$ cat config.mk
export PLATFORM = sky130hd
export DESIGN_NAME = wmmf_fifo
export DESIGN_NICKNAME = d
export VERILOG_FILES = /design/src/rtl/core/wmmf_fifo.sv
export SDC_FILE = /design/constraint.sdc
export NUM_CORES = 1
export LEC_CHECK = 0
export BUFFER_PORTS_ARGS = -buffer_cell sky130_fd_sc_hd__buf_2
export CORE_MARGIN = 5
export CORE_UTILIZATION = 43
export CTS_CLUSTER_DIAMETER = 50
export DETAILED_ROUTE_END_ITERATION = 12
export HOLD_SLACK_MARGIN = 0.03
export PLACE_DENSITY_LB_ADDON = 0.12
export SLEW_MARGIN = 20
export SYNTH_ARGS = -nofsm -noshare
export SYNTH_HDL_FRONTEND = slang
export SYNTH_SLANG_ARGS = --single-unit
$ cat constraint.sdc
create_clock -name clock -period 1.5 [get_ports clock]
set_clock_uncertainty 0.1 [all_clocks]
set_input_delay 0.075 -clock clock [delete_from_list [all_inputs] [get_ports clock]]
set_output_delay 0.075 -clock clock [all_outputs]
set_load 0.01 [all_outputs]
$ cat src/rtl/core/wmmf_fifo.sv
// ----------------------------------------------------------------------------
// wmmf_fifo
// Small register queue with occupancy count.
// ----------------------------------------------------------------------------
module wmmf_fifo #(
   parameter int WIDTH = 8,
   parameter int DEPTH = 2
) (
   input  logic                       clock,
   input  logic                       reset,
   input  logic                       push,
   input  logic [WIDTH-1:0]           wdata,
   output logic                       full,
   input  logic                       pop,
   output logic [WIDTH-1:0]           rdata,
   output logic                       empty,
   output logic [$clog2(DEPTH+1)-1:0] count
);

   localparam int PW = $clog2(DEPTH);
   localparam int CW = $clog2(DEPTH+1);

   logic [WIDTH-1:0] slot_ff [DEPTH];
   logic [PW-1:0]    wr_ptr_ff, wr_ptr_in;
   logic [PW-1:0]    rd_ptr_ff, rd_ptr_in;
   logic [CW-1:0]    count_ff, count_in;
   logic             do_push, do_pop;

   assign full    = (count_ff == CW'(DEPTH));
   assign empty   = (count_ff == '0);
   assign do_push = push && !full;
   assign do_pop  = pop && !empty;
   assign rdata   = slot_ff[rd_ptr_ff];
   assign count   = count_ff;

   // Pointer and count update.
   always_comb begin
      wr_ptr_in = wr_ptr_ff;
      rd_ptr_in = rd_ptr_ff;
      count_in  = count_ff;
      if (do_push) begin
         wr_ptr_in = (wr_ptr_ff == PW'(DEPTH-1)) ? '0 : wr_ptr_ff + 1'b1;
      end
      if (do_pop) begin
         rd_ptr_in = (rd_ptr_ff == PW'(DEPTH-1)) ? '0 : rd_ptr_ff + 1'b1;
      end
      if (do_push && !do_pop) begin
         count_in = count_ff + 1'b1;
      end else if (do_pop && !do_push) begin
         count_in = count_ff - 1'b1;
      end
   end

   always_ff @(posedge clock) begin
      if (reset) begin
         wr_ptr_ff <= '0;
         rd_ptr_ff <= '0;
         count_ff  <= '0;
      end else begin
         wr_ptr_ff <= wr_ptr_in;
         rd_ptr_ff <= rd_ptr_in;
         count_ff  <= count_in;
      end
   end

   // Storage.
   always_ff @(posedge clock) begin
      if (do_push) begin
         slot_ff[wr_ptr_ff] <= wdata;
      end
   end

endmodule

==> run metrics, run 1 <==
RePlAce Congestion=between 0.7 and 0.8; post-CTS setup buffer count=0; Via density=approximately 4.4; Final Hold Fails=0; CP Capture Type=flop; crit-path cells=nor2b_4 > nor2_2 > ha_1 > xor2_1 > or3_1 > a21oi_1; Fillers=between 100 and 150; DR iter-0 viols=7; failing checks=negative setup slack; antenna-violating nets left=0; Largest stage delay, worst path=~0.37 ns; max cap viols=0; clock sink count=21; final cycle utilization of the critical path=1.004; critical path's slowest cell=dfxtp_4; GR Layer Usage met3=0.03944; Worst path top cell family by delay=simple AND/OR/NAND/NOR gates; Worst-Skew Late Latency=0.28 ns; most frequent cells in the layout=buf_2 (23), edfxtp_1 (16), dlygate4sd3_1 (9); largest net degree at the start of global routing=12; I/O pins=24; PwrDens=1524 nW/µm²; synth warn=0; critical path data arrival time=1.63 ns; core area=roughly 1700 µm²; Max Clock Freq=0.6639 GHz; GR peak layer=met2; met2 Resource Use GR=0.2438; Final Max Tran Viols=0; CP Launch Type=flop; CTS tree=built; Reg clk slew, reported paths=0.11 ns; FP Rows=15; post-DP HPWL=1018 µm; final-stage net count=105; CTS Buffer Depth=2; ratio of cells with drive above 1 in the final layout=0.5055; Tot GR Track Use=0.1268; Die Wd=52.95 µm; Slew HR=0.8679; Synth-to-Final Area Change=39.90%; Unique masters post-synth=13; Syn Area/Cell=15.87 µm²; first-pass GRT wire length=2497 µm; CP Max Fanout=4; Syn Inst Count=50; Hold WC Path Type=in2reg; 1st-pass router iterations=2; final wirelength=1433 µm; RSZ-0062 raised after global routing=true; Starting Density=0.4545; Crit Path Category=reg2reg; TritonCTS buffer count=3; routing usage on met1=0.1331; slew at the pin closest to its max-slew limit=just under 0.2 ns; sequential share of the synthesized area=0.7319; worst path required time=roughly 1.6 ns; Overflow after GRT=0; I/O Buffers=23; post-synthesis sequential element count=21; Hold WS=0.07576 ns; Post-Syn Nets=63; die height=52.95 µm; # setup viols final=1; H-tree Lvls=1; Avg WL per Cell=12.35 µm; most common cell after layout, fill and taps aside=buf_2; Post-Syn Area=793.3 µm²; DR DRC count=0; setup ws final=-0.006292 ns; antenna diode count=0; maximum vdd ir drop=between 1 and 1.5 mV; root buffer cell=clkbuf_4; Pleak=~0.46 nW; Tmin final=1.506 ns; Die Area=around 2800 µm²; initial antenna violation count=0; number of global-route vias before repair=577; crit path buf inv count=0; status=complete, but fails checks; Power, Total=1.691 mW; vias=between 500 and 600
==> metal layers <==
metal | vias to the layer above | share of wire | wire length (µm)
li1 | 263 | - | -
met1 | 235 | 0.41 | 585
met2 | 16 | 0.54 | 769
met3 | 0 | 0.054 | 78
met4 | 0 | 0 | 0
met5 | - | 0 | 0
==> worst reg2reg max path, stage by stage (launching register included) <==
cell and delay (ns):
dfxtp_4 0.37, nor2b_4 0.16, nor2_2 0.06, ha_1 0.18, xor2_1 0.15, or3_1 0.30, a21oi_1 0.12
==> cell usage after synthesis (all sizes together) <==
cell,number,area (µm²)
mux2,8,90.09
nor2,5,18.77
or3,2,12.51
buf,1,5.000
nor2b,1,8.760
o21ai,3,15.01
xor2,3,26.28
dfxtp,5,100.1
and2,1,6.260
ha,1,12.51
inv,2,7.510
a21oi,2,10.01
edfxtp,16,480.5
==> worst paths after layout <==
kind | startpoint | endpoint | slack [ns] | cells past startpoint
hold reg to reg | wr_ptr_ff | wr_ptr_ff | 0.39 | 2
setup / recovery | count[1] | count[1] | -0.006 | 6
setup reg to reg | count[1] | count[1] | -0.006 | 6
hold / removal | push | wr_ptr_ff | 0.08 | 4
==> metrics by stage <==
| step | setup TNS [ns] | util | cells | cell area (µm²) | worst slack, ns |
|---|---|---|---|---|---|
| floorplan | -0.04529 | - | 50 | 803.3 | -0.04529 |
| global placement | -0.01594 | 0.5670 | 103 | 989.7 | -0.01594 |
| detailed placement | -0.002020 | 0.5670 | 103 | 989.7 | -0.002020 |
| CTS | -0.004194 | 0.6358 | 116 | 1110 | -0.004194 |
| global route | -0.1018 | 0.6358 | 116 | 1110 | -0.1018 |
| finish | -0.006292 | 0.6358 | 116 | 1110 | -0.006292 |
==> final cells by class <==
type / count / area, µm² / area share
timing repair buffer: 38 / 250.2 / 0.2255
tap: 25 / 31.28 / 0.02819
sequential: 21 / 586.8 / 0.5288
multi-input combinational: 26 / 207.7 / 0.1871
clock buffer: 4 / 26.28 / 0.02368
inverter: 2 / 7.507 / 0.006764
==> registers in the layout, summed over array words and instances, names as in the netlist, named ones only <==
register and flops:
wr_ptr_ff 1, slot_ff 16, rd_ptr_ff 1, count 2
==> cells by family (layout without fill, tap and decap cells) <==
kind of cell	Yosys count	after routing	share of synthesized area
flip-flops	21	21	0.7319
AND/OR/NAND/NOR	9	9	0.05837
multiplexers	8	8	0.1136
AO/OA/AOI/OAI	5	5	0.03154
XOR/XNOR	3	3	0.03313
buffers and inverters	3	44	0.01577
adder cells (fa/ha/maj)	1	1	0.01577
==> report_power, final <==
| part | total [mW] | internal [mW] | switching, mW |
|---|---|---|---|
| sequential | 0.823 | 0.754 | 0.0685 |
| clock | 0.250 | 0.103 | 0.147 |
| combinational | 0.618 | 0.335 | 0.283 |
| total | 1.69 | 1.19 | 0.499 |
==> timing repair <==
item	4_1_cts	5_1_grt
endpoints found under the hold margin	21	0
gates resized for setup	3	1
pin swaps	1	0
gates cloned	0	0
setup endpoints to repair	17	1
hold buffers	9	0
Note: power is estimated with default switching activity, not from simulation.
==> run 2: changes to the inputs <==
--- a/config.mk
+++ b/config.mk
@@ -5,9 +5,10 @@
 export SDC_FILE = /design/constraint.sdc
 export NUM_CORES = 1
 export LEC_CHECK = 0
+export ABC_AREA = 1
 export BUFFER_PORTS_ARGS = -buffer_cell sky130_fd_sc_hd__buf_2
 export CORE_MARGIN = 5
-export CORE_UTILIZATION = 43
+export CORE_UTILIZATION = 44
 export CTS_CLUSTER_DIAMETER = 50
 export DETAILED_ROUTE_END_ITERATION = 12
 export HOLD_SLACK_MARGIN = 0.03
==> run metrics, run 2 <==
crit-path cells=mux2_2 > buf_2; Post-Syn Area=828.3 µm² (+4.4%); 1st-pass router iterations=2 (unchanged); Tot GR Track Use=0.1124 (-0.01436); max FFs per register=16 (unchanged); CTS Buffer Depth=2 (unchanged); initial antenna violation count=0 (unchanged); P_sw=0.5633 mW (+13%); CP Capture Type=output port; RePlAce Congestion=0.7289 (-0.95%); switching share of power=0.3259 (+0.03089); Final Instance Count excl. Fillers=128 (+10%); worst path required time=1.32 ns (-0.30 ns); Syn Inst Count=62 (+24%); Reg clk slew, reported paths=0.10 ns (about the same); CP Max Fanout=8 (+4); Placed Cells=113 (+9.7%); hold path startpoint=pop; slew at the pin closest to its max-slew limit=0.2108 ns (+0.01268 ns); Slew HR=0.8594 (-0.008453); die height=53.39 µm (+0.82%); post-synthesis sequential element count=21 (unchanged); CTS tree=built; antenna-violating nets left=0 (unchanged); first-pass GRT wire length=2318 µm (-7.2%); maximum vdd ir drop=1.063 mV (+5.0%); antenna diode count=0 (unchanged); clock sink count=21 (unchanged); Worst-Skew Late Latency=0.29 ns (about the same); critical path data arrival time=1.24 ns (-0.39 ns); Syn Area/Cell=13.36 µm² (-16%); core area=1764 µm² (+1.1%); Crit Path Category=reg2out; status=finished, final reports clean; Die Wd=53.39 µm (+0.82%); Fin Setup TNS=0 ns (+0.006292 ns); max cap viols=0 (unchanged); Avg WL per Cell=11.54 µm (-6.6%); I/O Buffers=23 (unchanged); final-stage net count=117 (+11%); TritonCTS buffer count=3 (unchanged); H-tree Lvls=1 (unchanged); Hold WS=0.03661 ns (-0.03915 ns); I/O pins=24 (unchanged); sequential share of the synthesized area=0.7009 (-0.03095); Fillers=166 (+30%); Final Hold Fails=0 (unchanged); ratio of cells with drive above 1 in the final layout=0.4854 (-0.02006); number of enable flip-flop cells after synthesis=16 (unchanged); RSZ-0062 raised after global routing=false; Design Area, Final=1154 µm² (+3.9%); dpl cell area=999.7 µm² (+1.0%); synth warn=0 (unchanged); Synth-to-Final Area Change=39.28%; Reg2Reg Depth=9 (+3); Max Clock Freq=0.7068 GHz (+6.5%); Int Pwr=1.165 mW (-2.3%); clock share of power=0.147 (about the same); CP Launch Type=flop; Worst R2R Start=count[1]; DR DRC count=0 (unchanged); Hold WC Path Type=in2reg; Post-Syn Nets=75 (+19%); post-DP HPWL=1013 µm (-0.46%); area leader, netlist=edfxtp_1; Worst R2R Setup Slack=0.12 ns (+0.13 ns); root buffer cell=clkbuf_4; register share of total power=0.480 (-0.007); top-count cell post-synth=edfxtp_1; critical path's slowest cell=dfxtp_2; Via density=4.469 (+0.85%); combinational power share=0.372 (+0.007); PwrDens=1498 nW/µm² (-1.7%); WHS Path Cells=4 (unchanged); Synth area leaders=edfxtp_1 (58%), dfxtp_1 (12%), mux2_2 (11%); final cycle utilization of the critical path=0.9432 (-0.06099); ys async rst share=0 (unchanged); most common cell after layout, fill and taps aside=buf_2; number of global-route vias before repair=553 (-4.2%); post-synth top area share=0.5801 (-0.02562); Top reg by flops=slot_ff; FP Rows=15 (unchanged); Overflow after GRT=0 (unchanged); Pleak=0.4870 nW (+6.4%); Largest stage delay, worst path=0.46 ns (+0.09 ns); Post-synth top cells=edfxtp_1 (16), nor2_1 (9), mux2_2 (8); final wirelength=1477 µm (+3.1%); vias=572 (+11%); Tmin final=1.415 ns (-0.09148 ns); most frequent cells in the layout=buf_2 (23), edfxtp_1 (16), dlygate4sd3_1 (10); Final Max Tran Viols=0 (unchanged); r2r endpoint=count[1]; Die Area=2850 µm² (+1.6%); DR iter-0 viols=7 (unchanged); final core utilization=0.6539 (+0.01806); Starting Density=0.4695 (+0.01502); largest net degree at the start of global routing=13 (+1); Unique masters post-synth=16 (+3); main flop type after synthesis=edfxtp_1; # setup viols final=0 (-1)
## run 2: cell count changes after synthesis, sizes merged
cell	delta
o21ai	+2
nor2b	-1
a21oi	-1
nor2	+4
or3	-2
inv	+7
xor2	-3
nand3	+1
nand2	+4
nand4	+1
## run 2: power groups by stage
stage                     Clock [mW]  Combinational, mW  Sequential, mW
after CTS                      0.265              0.611           0.814
after floorplan                    0              0.357           0.821
after detailed placement           0              0.588           0.826
after global placement             0              0.579           0.818
final                          0.254              0.644           0.830
after global routing           0.292              0.720           0.843
## run 2: area by class of cell
cell class / count / area [µm²] / area share
clock buffers: 3 / 22.52 / 0.01952
clock inverters: 1 / 5.005 / 0.004338
inverters: 9 / 33.78 / 0.02928
multi-input cells: 31 / 224.0 / 0.1941
flip-flops and latches: 21 / 584.3 / 0.5065
well taps: 25 / 31.28 / 0.02711
repair buffers: 38 / 252.7 / 0.2191
## run 2: repair_timing
item,in CTS,in global routing
setup buffers,0,1
hold buffers,9,1
pin swaps,0,1
endpoints found under the hold margin,21,1
setup endpoints to repair,8,2
resized for setup,1,6
## run 2: worst max path at each step
stage                    endpoint  depth (start not counted)
floorplan           slot_ff[1][0]                          2
global placement         count[1]                          9
detailed placement       count[1]                          8
CTS                      count[1]                          9
global route             count[1]                          9
finish                   rdata[7]                          2
## run 2: cell families (layout without fill, tap and decap cells)
group	Yosys count	after routing	share of synthesized area
flops	21	21	0.7009
buf+inv	10	51	0.04683
fa+ha+maj	1	1	0.01510
mux	8	8	0.1088
simple gates	16	16	0.08307
compound gates	6	6	0.04531
## run 2: critical path, delay by kind of cell, from the launching register on
kind	cells	cell delay, ns
flip-flops	1	0.46
buffers and inverters	1	0.14
multiplexers	1	0.36
## run 2: metal layers
metal  part of all wire  global-route usage  vias up
met5                  0                   0        -
met4             0.0081             0.02553        0
met3              0.046             0.02535        2
met2               0.52              0.2102       13
met1               0.42              0.1270      264
li1                   -                   -      293
## run 2: per-stage QoR
stage	power [mW]	setup slack, ns
after floorplan	1.178	-0.002140
after global placement	1.397	0.1189
after global routing	1.855	0.01424
after CTS	1.690	0.03036
final	1.728	0.08519
after detailed placement	1.414	0.05567
