### src/rtl/core/wmmf_pkg.sv
// ----------------------------------------------------------------------------
// wmmf_pkg
// Shared types and constants of the 3x3 window min/max filter.
// ----------------------------------------------------------------------------
package wmmf_pkg;

   // Configuration register indexes.
   localparam logic [1:0] CSR_FRAME_WIDTH    = 2'd0;
   localparam logic [1:0] CSR_FRAME_HEIGHT   = 2'd1;
   localparam logic [1:0] CSR_FILTER_MODE    = 2'd2;
   localparam logic [1:0] CSR_EDGE_THRESHOLD = 2'd3;

   localparam int CSR_INDEX_W = 2;
   localparam int CSR_DATA_W  = 11;

   // Filter mode bits: bit 1 selects the edge flag, else bit 0 selects maximum.
   localparam int MODE_EDGE_BIT    = 1;
   localparam int MODE_DILATE_BIT  = 0;

   // Reset values of the registers.
   localparam logic [10:0] FRAME_WIDTH_RESET    = 11'd640;
   localparam logic [10:0] FRAME_HEIGHT_RESET   = 11'd480;
   localparam logic [1:0]  FILTER_MODE_RESET    = 2'd0;
   localparam logic [7:0]  EDGE_THRESHOLD_RESET = 8'd10;

   // Frame size limits.
   localparam logic [10:0] MIN_DIM      = 11'd3;
   localparam logic [10:0] HEIGHT_LIMIT = 11'd1024;

   // Edge flag level.
   localparam logic [7:0] FULL_SCALE = 8'd255;

   typedef struct packed {
      logic [10:0] frame_width;
      logic [10:0] frame_height;
      logic [1:0]  filter_mode;
      logic [7:0]  edge_threshold;
   } cfg_type;

   typedef struct packed {
      logic [7:0] pixel;
      logic       frame_start;
   } req_type;

   typedef struct packed {
      logic [7:0] value;
      logic [9:0] out_row;
      logic [9:0] out_col;
   } rsp_type;

   // Classified pixel handed from the front to the back part.
   typedef struct packed {
      logic [7:0] pixel;
      logic       emit;
      logic [9:0] out_row;
      logic [9:0] out_col;
   } cmd_type;

endpackage

### src/rtl/core/wmmf_front.sv
// ----------------------------------------------------------------------------
// wmmf_front
// Tracks the raster position of each accepted pixel and decides whether it
// completes the window of an interior pixel.
// ----------------------------------------------------------------------------
module wmmf_front #(
   parameter int MAX_WIDTH = 1024
) (
   input  logic                         clock,
   input  logic                         reset,
   input  wmmf_pkg::cfg_type            cfg,
   input  logic                         push,
   input  wmmf_pkg::req_type            req_data,
   output logic                         full,
   input  logic                         q_full,
   output logic                         q_push,
   output wmmf_pkg::cmd_type            q_cmd,
   output logic [$clog2(MAX_WIDTH)-1:0] q_addr
);
   import wmmf_pkg::*;

   localparam int AW   = $clog2(MAX_WIDTH);
   localparam int WW   = $clog2(MAX_WIDTH+1);
   localparam int CMPW = (WW > 11) ? WW : 11;

   logic [9:0]      row_ff, row_in;
   logic [AW-1:0]   col_ff, col_in;
   logic [9:0]      row_cur;
   logic [AW-1:0]   col_cur;
   logic [CMPW-1:0] width_ext, width_lim, col_ext, col_next, col_less;
   logic [10:0]     height_lim, row_next;
   logic            accept;

   assign full   = q_full;
   assign accept = push && !q_full;
   assign q_push = accept;

   // Clamp the frame size to the supported range.
   always_comb begin
      width_ext = CMPW'(cfg.frame_width);
      if (width_ext < CMPW'(MIN_DIM)) begin
         width_lim = CMPW'(MIN_DIM);
      end else if (width_ext > CMPW'(MAX_WIDTH)) begin
         width_lim = CMPW'(MAX_WIDTH);
      end else begin
         width_lim = width_ext;
      end
      if (cfg.frame_height < MIN_DIM) begin
         height_lim = MIN_DIM;
      end else if (cfg.frame_height > HEIGHT_LIMIT) begin
         height_lim = HEIGHT_LIMIT;
      end else begin
         height_lim = cfg.frame_height;
      end
   end

   // Position of this pixel and classification.
   always_comb begin
      row_cur  = req_data.frame_start ? '0 : row_ff;
      col_cur  = req_data.frame_start ? '0 : col_ff;
      col_ext  = CMPW'(col_cur);
      col_less = col_ext - 1'b1;

      q_cmd.pixel   = req_data.pixel;
      q_cmd.emit    = (row_cur >= 10'd2) && (col_ext >= CMPW'(2)) &&
                      ({1'b0, row_cur} < height_lim) && (col_ext < width_lim);
      q_cmd.out_row = row_cur - 1'b1;
      q_cmd.out_col = col_less[9:0];
      q_addr        = col_cur;
   end

   // Advance the raster position.
   always_comb begin
      col_next = col_ext + 1'b1;
      row_next = {1'b0, row_cur} + 1'b1;
      if (col_next >= width_lim) begin
         col_in = '0;
         row_in = (row_next >= height_lim) ? '0 : row_next[9:0];
      end else begin
         col_in = col_next[AW-1:0];
         row_in = row_cur;
      end
   end

   always_ff @(posedge clock) begin
      if (reset) begin
         row_ff <= '0;
         col_ff <= '0;
      end else if (accept) begin
         row_ff <= row_in;
         col_ff <= col_in;
      end
   end

endmodule

### config.mk
export PLATFORM = sky130hd
export DESIGN_NAME = wmmf_front
export DESIGN_NICKNAME = d
export VERILOG_FILES = /design/src/rtl/core/wmmf_pkg.sv /design/src/rtl/core/wmmf_front.sv
export SDC_FILE = /design/constraint.sdc
export NUM_CORES = 1
export LEC_CHECK = 0
export ABC_AREA = 1
export BUFFER_PORTS_ARGS = -buffer_cell sky130_fd_sc_hd__buf_2
export CAP_MARGIN = 20
export CORE_ASPECT_RATIO = 1.75
export CORE_MARGIN = 1.5
export CORE_UTILIZATION = 40
export DETAILED_ROUTE_END_ITERATION = 8
export SYNTH_ARGS = -nofsm -noshare
export SYNTH_HDL_FRONTEND = slang
export SYNTH_SLANG_ARGS = --single-unit
### constraint.sdc
create_clock -name clock -period 4.1 [get_ports clock]
set_clock_uncertainty 0.2 [all_clocks]
set_input_delay 0.205 -clock clock [delete_from_list [all_inputs] [get_ports clock]]
set_output_delay 0.205 -clock clock [all_outputs]
set_load 0.1 [all_outputs]
==> impl_metrics.tcl, run 1 <==
set metrics [dict create \
    postCtsHoldBufs 0 \
    synth_fa_ha_area_share_pct 20.1 \
    grt_pass1_vias 3120 \
    p_leak_nw 1.86 \
    synth-seq-cells 20 \
    final_cell_area_um2 3430 \
    drt_wl_total_mm 8.57 \
    utilization_pct 47.4 \
    routedWlPerCell_um 14.3 \
    synth-simple-area-share_pct 35.7 \
    clk_latency_ns 0.25 \
    grt_pass1_wl_mm 13.8 \
    grtUsageTotal_pct 22.2 \
    cpMostUsedCell "nand2_1" \
    hold_viol 0 \
    die_area_um2 8030 \
    endpoint_kind "flop" \
    synthTopCellsByArea "ha_1 (20%), nand2_1 (15%), dfxtp_1 (13%)" \
    ant_nets 0 \
    syn-num-nets 553 \
    max-slew-margin-rel_pct 62.3 \
    cts_buffers 3 \
    crit_chain "buf_2 -> inv_2 -> nand2_1 -> inv_1 -> ha_1 -> nand3_2 -> nor2_1 -> nand2_1 -> xor2_1 -> inv_1 -> ha_1 -> a21o_1 -> o21ai_0 -> nand3_1 -> buf_4 -> nor2_2 -> nand2_1 -> a21oi_1" \
    rows 41 \
    grt_setup_unrepaired "false" \
    worst_slew_pin_slew_ns 0.552 \
    critPathMaxStageDelay_ns 0.35 \
    place_area_um2 3340 \
    tritoncts "done" \
    min_path_cells 2 \
    reg2reg_depth 16 \
    slew_violations 0 \
    portBuffers 59 \
    synth_ff_type "dfxtp_1" \
    fin_crit_sh_pct 83.6 \
    start_kind "primary input" \
    n_fill_cell 770 \
    cts-resized-gates 0 \
    synth-edff-count 0 \
    post_cts_buffers 0 \
    drt_iter0_drc 85 \
    coreArea_um2 7230 \
    syn-instance-count 460 \
    synth_top_family_by_area "simple AND/OR/NAND/NOR gates" \
    cts_buffer_depth 2 \
    vias_per_cell 5.26 \
    initial_core_util_pct 41.4 \
    drcViolationCount 0 \
    outcome "completed" \
    cp_num_buf_inv 5 \
    htree_levels 1 \
    period_needed_ns 3.43 \
    yosysTopAreaCellShare_pct 20.1 \
    routed-via-count 3148 \
    arrival_ns 3.41 \
    ioPinCount 86 \
    max_cap_violations 0 \
    antenna-diode-count 0 \
    grt_max_degree 20 \
    synth_area_um2 2990 \
    die-height_um 117 \
    synth_xor_area_share_pct 6.73 \
    cp_top_family "simple AND/OR/NAND/NOR gates" \
    ir_drop_v 0.000141 \
    ys_seq_area_share_pct 13.4 \
    ys_types 39 \
    ff_latch_area_um2 400 \
    die_x_um 68.4 \
    yosysTopAreaCell "ha_1" \
    synth_compound_gate_area_share_pct 12.2 \
    drive_gt1_share_pct 19.3 \
    required_ns 4.08 \
    syn_to_final_growth_pct 14.6 \
    antenna_found_initial 0 \
    synthTopCellsByCount "nand2_1 (117), inv_1 (58), ha_1 (48)" \
    power_density_nw_per_um2 188 \
    nNetsFinal 607 \
    grt-ovfl-total 0 \
    worstSetupPathType "primary input to flop" \
    cts_sinks 20 \
    post_synth_mux_area_share_pct 0 \
    setup_viol 0 \
    path_depth 18 \
    yosysWarnings 0 \
    syn_avg_cell_area_um2 6.51 \
    multi_input_area_um2 2240 \
    fin_tns_setup_ns 0 \
    critPathMaxFanout 12 \
    cts-root-buf "clkbuf_16" \
    clkTransAtPathRegs_ns 0.05 \
    ys_async_sr_fraction_pct 0 \
    yosysMostFrequentCell "nand2_1" \
    dp_hpwl_mm 7.40 \
    crit_path_top_delay_cell "nor2_2" \
    clock.fmax_mhz 292 \
    dr.pass1.iters 4 \
    routabilityCongestion 0.890 \
    hp-class "primary input to flop" \
]
## where the power goes
part           internal (W)  total, W  switching (W)
combinational     0.0000522  0.000225       0.000173
sequential         0.000197  0.000198     0.00000135
clock              0.000149  0.000221      0.0000726
## worst paths after layout
kind | to | startpoint | slack, ns
hold / removal | col_ff[7]$_SDFFE_PP0P_ | reset | 0.14
hold reg to reg | row_ff[9]$_SDFFE_PP0P_ | row_ff[9]$_SDFFE_PP0P_ | 0.26
setup reg to reg | col_ff[5]$_SDFFE_PP0P_ | col_ff[0]$_SDFFE_PP0P_ | 0.75
setup / recovery | col_ff[5]$_SDFFE_PP0P_ | req_data[0] | 0.67
## per-layer routing
layer,GRT usage (%),vias to the layer above,wire (µm)
li1,-,1603,-
met1,21.4,1431,3080
met2,42.7,87,4820
met3,0.959,27,243
met4,12.9,0,431
met5,0,-,0
## kinds of logic (layout without fill, tap and decap cells)
kind of cell	after synthesis	count (layout)
AOI/OAI and AO/OA	65	65
xor gates and xnor gates	23	23
adders and majority gates	48	48
buffers and inverters	83	136
DFF	20	20
and+or+nand+nor	221	221
## cell usage in the layout, fill, tap and decap left out, types with 2 or more instances in the layout
cell / instances
o21ai_0: 11
inv_1: 58
buf_4: 5
o21ai_1: 3
inv_2: 9
xnor2_1: 2
nor2_1: 36
ha_1: 47
dfxtp_1: 20
nor2_2: 3
o21a_1: 3
nor3_1: 7
xor2_1: 20
clkbuf_16: 3
buf_2: 59
a21oi_1: 36
nand2_1: 117
nor2_4: 6
a21o_1: 4
nand2_2: 3
a22oi_1: 2
nand3_1: 23
nand4_1: 15
nor2_8: 3
nor4_1: 3
## state kept, by name, summed over array words and instances (netlist names)
| signal | count |
|---|---|
| col_ff | 10 |
| row_ff | 10 |
## final cells by class
type                       count  area share (%)
multi-input combinational    357            65.5
sequential                    20            11.7
timing repair buffer          64            9.70
inverter                      68            7.44
tap                           86            3.14
clock buffer                   4            2.59
## worst reg2reg max path, delay by kind of cell, from the launching register on
family	cells	cell delay (ns)
AND/OR/NAND/NOR	7	1.12
adder cells (fa/ha/maj)	2	0.57
AO/OA/AOI/OAI	3	0.55
flip-flops	1	0.37
buffers and inverters	3	0.34
XOR/XNOR	1	0.14
## metrics by stage
stage               worst slack (ns)  power [W]  hold WS (ns)  instances
finish                         0.672   0.000645         0.140        599
global route                   0.312   0.000673         0.175        599
CTS                            0.644   0.000651         0.144        599
detailed placement             0.371   0.000428         0.211        595
global placement               0.447   0.000426         0.211        595
floorplan                     0.0163   0.000410         0.241        460
(Power assumes the default switching activity.)
==> run 2: changes to the inputs <==
- PLACE_DENSITY: not set -> 0.67
- clock period: 4.1 -> 3.09 ns (I/O delays scaled with it)
==> run 2 against run 1 <==
Against the previous run:
- final area increased by 18%
- wire length increased by 7.6%
- global-route usage increased by 1.2 points
==> impl_metrics.tcl, run 2 (synthesis gave the netlist of run 1 again) <==
set metrics [dict create \
    drt_wl_total_mm 9.23 \
    outcome "completed" \
    cts-root-buf "clkbuf_16" \
    vias_per_cell 5.24 \
    clk_latency_ns 0.25 \
    stdcell_count 628 \
    largest_registers "col_ff (10), row_ff (10)" \
    die_x_um 68.4 \
    grt_pass1_wl_mm 14.5 \
    cts_buffer_depth 2 \
    crit_path_top_delay_cell "dfxtp_2" \
    clock.fmax_mhz 337 \
    post-place-ws_ns 0.0211 \
    nNetsFinal 637 \
    worstSetupPathType "flop to flop" \
    endpoint_kind "flop" \
    dp.cells 621 \
    setup_viol 0 \
    cpMostUsedCell "inv_1" \
    grtUsageTotal_pct 23.5 \
    syn_to_final_growth_pct 34.8 \
    die_area_um2 8030 \
    ir_drop_v 0.000147 \
    max_cap_violations 0 \
    mostFrequentLayoutCells "nand2_1 (116), inv_1 (55), buf_2 (53)" \
    coreArea_um2 7230 \
    arrival_ns 2.89 \
    rrSetupSlack_ns 0.12 \
    worst_slew_pin_slew_ns 0.546 \
    ant_nets 0 \
    required_ns 3.01 \
    hold_viol 0 \
    final_common_cell "nand2_1" \
    portBuffers 59 \
    hp-class "primary input to output port" \
    power_density_nw_per_um2 213 \
    antenna_found_initial 0 \
    routedWlPerCell_um 14.7 \
    critPathMaxStageDelay_ns 0.34 \
    routabilityCongestion 0.962 \
    rows 41 \
    grt-ovfl-total 0 \
    crit_chain "inv_2 -> nor2_4 -> ha_2 -> nand3_2 -> inv_1 -> nand4_1 -> nor3_2 -> ha_1 -> nand2_1 -> inv_1 -> a21oi_1 -> nand2_1 -> inv_1 -> nand3_4 -> buf_4 -> nand4_1 -> a21oi_1" \
    routed-via-count 3291 \
    total_power_w 0.000859 \
    critPathMaxFanout 6 \
    drt_iter0_drc 136 \
    period_needed_ns 2.97 \
    drive_gt1_share_pct 29.3 \
    slew_violations 0 \
    cts_buffers 3 \
    fin_tns_setup_ns 0 \
    holdWs_ns 0.109 \
    setup_slack_ns 0.121 \
    drcViolationCount 0 \
    ioPinCount 86 \
    grt_max_degree 20 \
    grt_pass1_vias 3227 \
    p_leak_nw 2.10 \
    max-slew-margin-rel_pct 62.7 \
    htree_levels 1 \
    initial_core_util_pct 41.4 \
    die-height_um 117 \
    tritoncts "done" \
    fin_crit_sh_pct 96.1 \
    clkTransAtPathRegs_ns 0.05 \
    cts_sinks 20 \
    postCtsHoldBufs 0 \
    dr.pass1.iters 6 \
    antenna-diode-count 0 \
    dp_hpwl_mm 7.89 \
    start_kind "flop" \
]
==> run 2: worst max-delay path, delay by kind of cell, from the launching register on <==
kind,cells,cell delay [ns]
AOI/OAI and AO/OA,2,0.22
adders and majority gates,2,0.50
buffers and inverters,5,0.46
DFF,1,0.34
and+or+nand+nor,8,1.12
==> run 2: report_power, final <==
part           switching (W)  total (W)  internal [W]
Combinational       0.000240   0.000337     0.0000973
Clock              0.0000889   0.000259      0.000170
Sequential        0.00000188   0.000263      0.000261
Total               0.000331   0.000859      0.000529
==> run 2: area by class of cell <==
type / instances / area [µm²]
Fill cell: 707 / 3200
Timing Repair Buffer: 93 / 644
Tap cell: 86 / 108
Clock buffer: 3 / 75.1
Inverter: 68 / 259
Sequential cell: 20 / 402
Multi-Input combinational cell: 358 / 2550
==> run 2: path summary, 6_finish.rpt <==
check / start / end / cells past startpoint
min reg2reg: row_ff[5]$_SDFFE_PP0P_ / row_ff[5]$_SDFFE_PP0P_ / 2
max: col_ff[0]$_SDFFE_PP0P_ / row_ff[1]$_SDFFE_PP0P_ / 17
max reg2reg: col_ff[0]$_SDFFE_PP0P_ / row_ff[1]$_SDFFE_PP0P_ / 17
min: req_data[1] / q_cmd[21] / 0
==> run 2: stage by stage <==
| step | utilization, % | area [µm²] |
|---|---|---|
| 2_1_floorplan | - | 3250 |
| 3_3_place_gp | 53.4 | 3860 |
| 3_5_place_dp | 53.4 | 3860 |
| 4_1_cts | 54.5 | 3940 |
| 5_1_grt | 55.8 | 4040 |
| 6_report | 55.8 | 4040 |
==> run 2: timing repair <==
| item | 4_1_cts | 5_1_grt |
|---|---|---|
| resized for setup | 0 | 13 |
| setup buffers | 0 | 3 |
| endpoints found under the setup margin | 0 | 21 |
==> run 2: per-layer routing <==
layer  routed length, µm  track usage [%]  vias up
met5                   0                0        -
met4                 499             13.6        0
met3                 292             1.73       24
met2                5270             45.0      105
met1                3170             22.2     1511
li1                    -                -     1651
==> run 3: changes to the inputs <==
- CORE_MARGIN: 1.5 -> 2
- CTS_CLUSTER_DIAMETER: not set -> 60
==> run 3 against run 2 <==
Against the previous run:
- global-route usage fell by 2.1 points
- hold slack barely moved
- largest cell class unchanged
- cell count fell by 0.80%
- final area fell by 1.1%
- register-to-register slack improved by 0.06 ns
- highest routed layer unchanged
- largest power group unchanged
==> impl_metrics.tcl, run 3 (synthesis gave the netlist of run 1 again) <==
set metrics [dict create \
    cp_top_family "compound AO/OA/AOI/OAI gates" \
    start_kind "primary input" \
    vias_per_cell 5.25 \
    routed-via-count 3270 \
    portBuffers 59 \
    arrival_ns 2.60 \
    nNetsFinal 632 \
    ir_drop_v 0.000147 \
    drt_iter0_drc 136 \
    ff_latch_area_um2 402 \
    grt-ovfl-total 0 \
    endpoint_kind "output port" \
    place_area_um2 3830 \
    setup_viol 0 \
    multi_input_area_um2 2540 \
    worst_slew_pin_slew_ns 0.563 \
    largest_registers "col_ff (10), row_ff (10)" \
    crit_chain "buf_2 -> nor4_1 -> nand2_1 -> o31ai_1 -> buf_4 -> nand2_1 -> ha_1 -> a21o_1 -> a22oi_1 -> o21ai_0 -> a21oi_1 -> nand2_1 -> nor2_4 -> buf_12" \
    die_x_um 69.4 \
    die-height_um 118 \
    final_common_cell "nand2_1" \
    slew_violations 0 \
    clock.fmax_mhz 339 \
    cts-root-buf "clkbuf_16" \
    fin_crit_sh_pct 95.5 \
    dp.cells 617 \
    dp_hpwl_mm 7.69 \
    crit_path_top_delay_cell "ha_1" \
    grtUsageTotal_pct 21.3 \
    grt_pass1_vias 3195 \
    rows 41 \
    htree_levels 1 \
    ant_nets 0 \
    mostFrequentLayoutCells "nand2_1 (115), inv_1 (54), buf_2 (53)" \
    tritoncts "done" \
    p_leak_nw 2.07 \
    clk_latency_ns 0.24 \
    routabilityCongestion 0.981 \
    cts_buffer_depth 2 \
    drt_wl_total_mm 9.03 \
    max_cap_violations 0 \
    hp-class "primary input to output port" \
    period_needed_ns 2.95 \
    initial_core_util_pct 41.4 \
    hold_viol 0 \
    critPathMaxFanout 8 \
    outcome "completed" \
    worstSetupPathType "primary input to output port" \
    routedWlPerCell_um 14.5 \
    syn_to_final_growth_pct 33.4 \
    stdcell_count 623 \
    drcViolationCount 0 \
    max-slew-margin-rel_pct 61.5 \
    required_ns 2.74 \
    antenna-diode-count 0 \
    cp_num_buf_inv 3 \
    grt_max_degree 20 \
    die_area_um2 8220 \
    final_cell_area_um2 3990 \
    ioPinCount 86 \
    cts_buffers 3 \
    critPathMaxStageDelay_ns 0.31 \
    fin_tns_setup_ns 0 \
    coreArea_um2 7230 \
    antenna_found_initial 0 \
    power_density_nw_per_um2 213 \
    n_fill_cell 705 \
    dr.pass1.iters 4 \
    drive_gt1_share_pct 29.1 \
    cts_sinks 20 \
    total_power_w 0.000850 \
    grt_pass1_wl_mm 14.1 \
    cpMostUsedCell "nand2_1" \
]
## run 3: per-stage QoR
step | setup WS, ns | util [%] | hold WS, ns
after CTS | 0.0112 | 54.1 | 0.110
after global routing | -0.0221 | 55.2 | 0.109
after detailed placement | 0.00425 | 53.0 | 0.110
final | 0.138 | 55.2 | 0.109
after global placement | 0.0494 | 53.0 | 0.110
after floorplan | -0.709 | - | 0.211
## run 3: layer usage
layer	global-route usage [%]	wire length (µm)	vias to the layer above
met2	42.1	5000	98
met3	1.79	306	35
met1	19.0	3080	1492
li1	-	-	1645
met4	16.5	647	0
met5	0	0	-
## run 3: path summary, 6_finish.rpt
check                           cells past startpoint                endpoint                    from  slack [ns]
worst max-delay path                               14               q_cmd[20]                 cfg[16]        0.14
worst min-delay path                                0               q_cmd[21]             req_data[1]        0.11
worst max register to register                     17  col_ff[7]$_SDFFE_PP0P_  col_ff[0]$_SDFFE_PP0P_        0.18
worst min register to register                      2  row_ff[7]$_SDFFE_PP0P_  row_ff[7]$_SDFFE_PP0P_        0.26
## run 3: cell type report
type / instances / area share (%)
sequential: 20 / 10.1
multi-input combinational: 358 / 63.7
clock buffer: 3 / 1.88
timing repair buffer: 88 / 15.2
tap: 86 / 2.70
inverter: 68 / 6.49
## run 3: power by group
part	switching [W]	internal (W)	leakage, nW
Sequential	0.00000178	0.000261	0.162
Combinational	0.000238	0.0000942	1.87
Clock	0.0000848	0.000170	0.0370
Total	0.000325	0.000526	2.07
## run 3: worst register-to-register path, stage by stage (launching register included)
cell and delay (ns):
dfxtp_2 0.34, inv_2 0.04, nor2_4 0.11, ha_2 0.21, nand3_2 0.11, inv_1 0.07
nand4_1 0.19, nor3_2 0.27, ha_1 0.29, nand2_1 0.10, inv_1 0.04, a21oi_1 0.15
nand2_1 0.08, inv_2 0.08, nand3_4 0.14, nor2_2 0.22, nand2_1 0.10, a21oi_2 0.12
## run 3: repair_timing
item	4_1_cts	5_1_grt
resized for setup	0	14
setup endpoints to repair	0	21
setup buffers	0	2
hold buffers	0	0
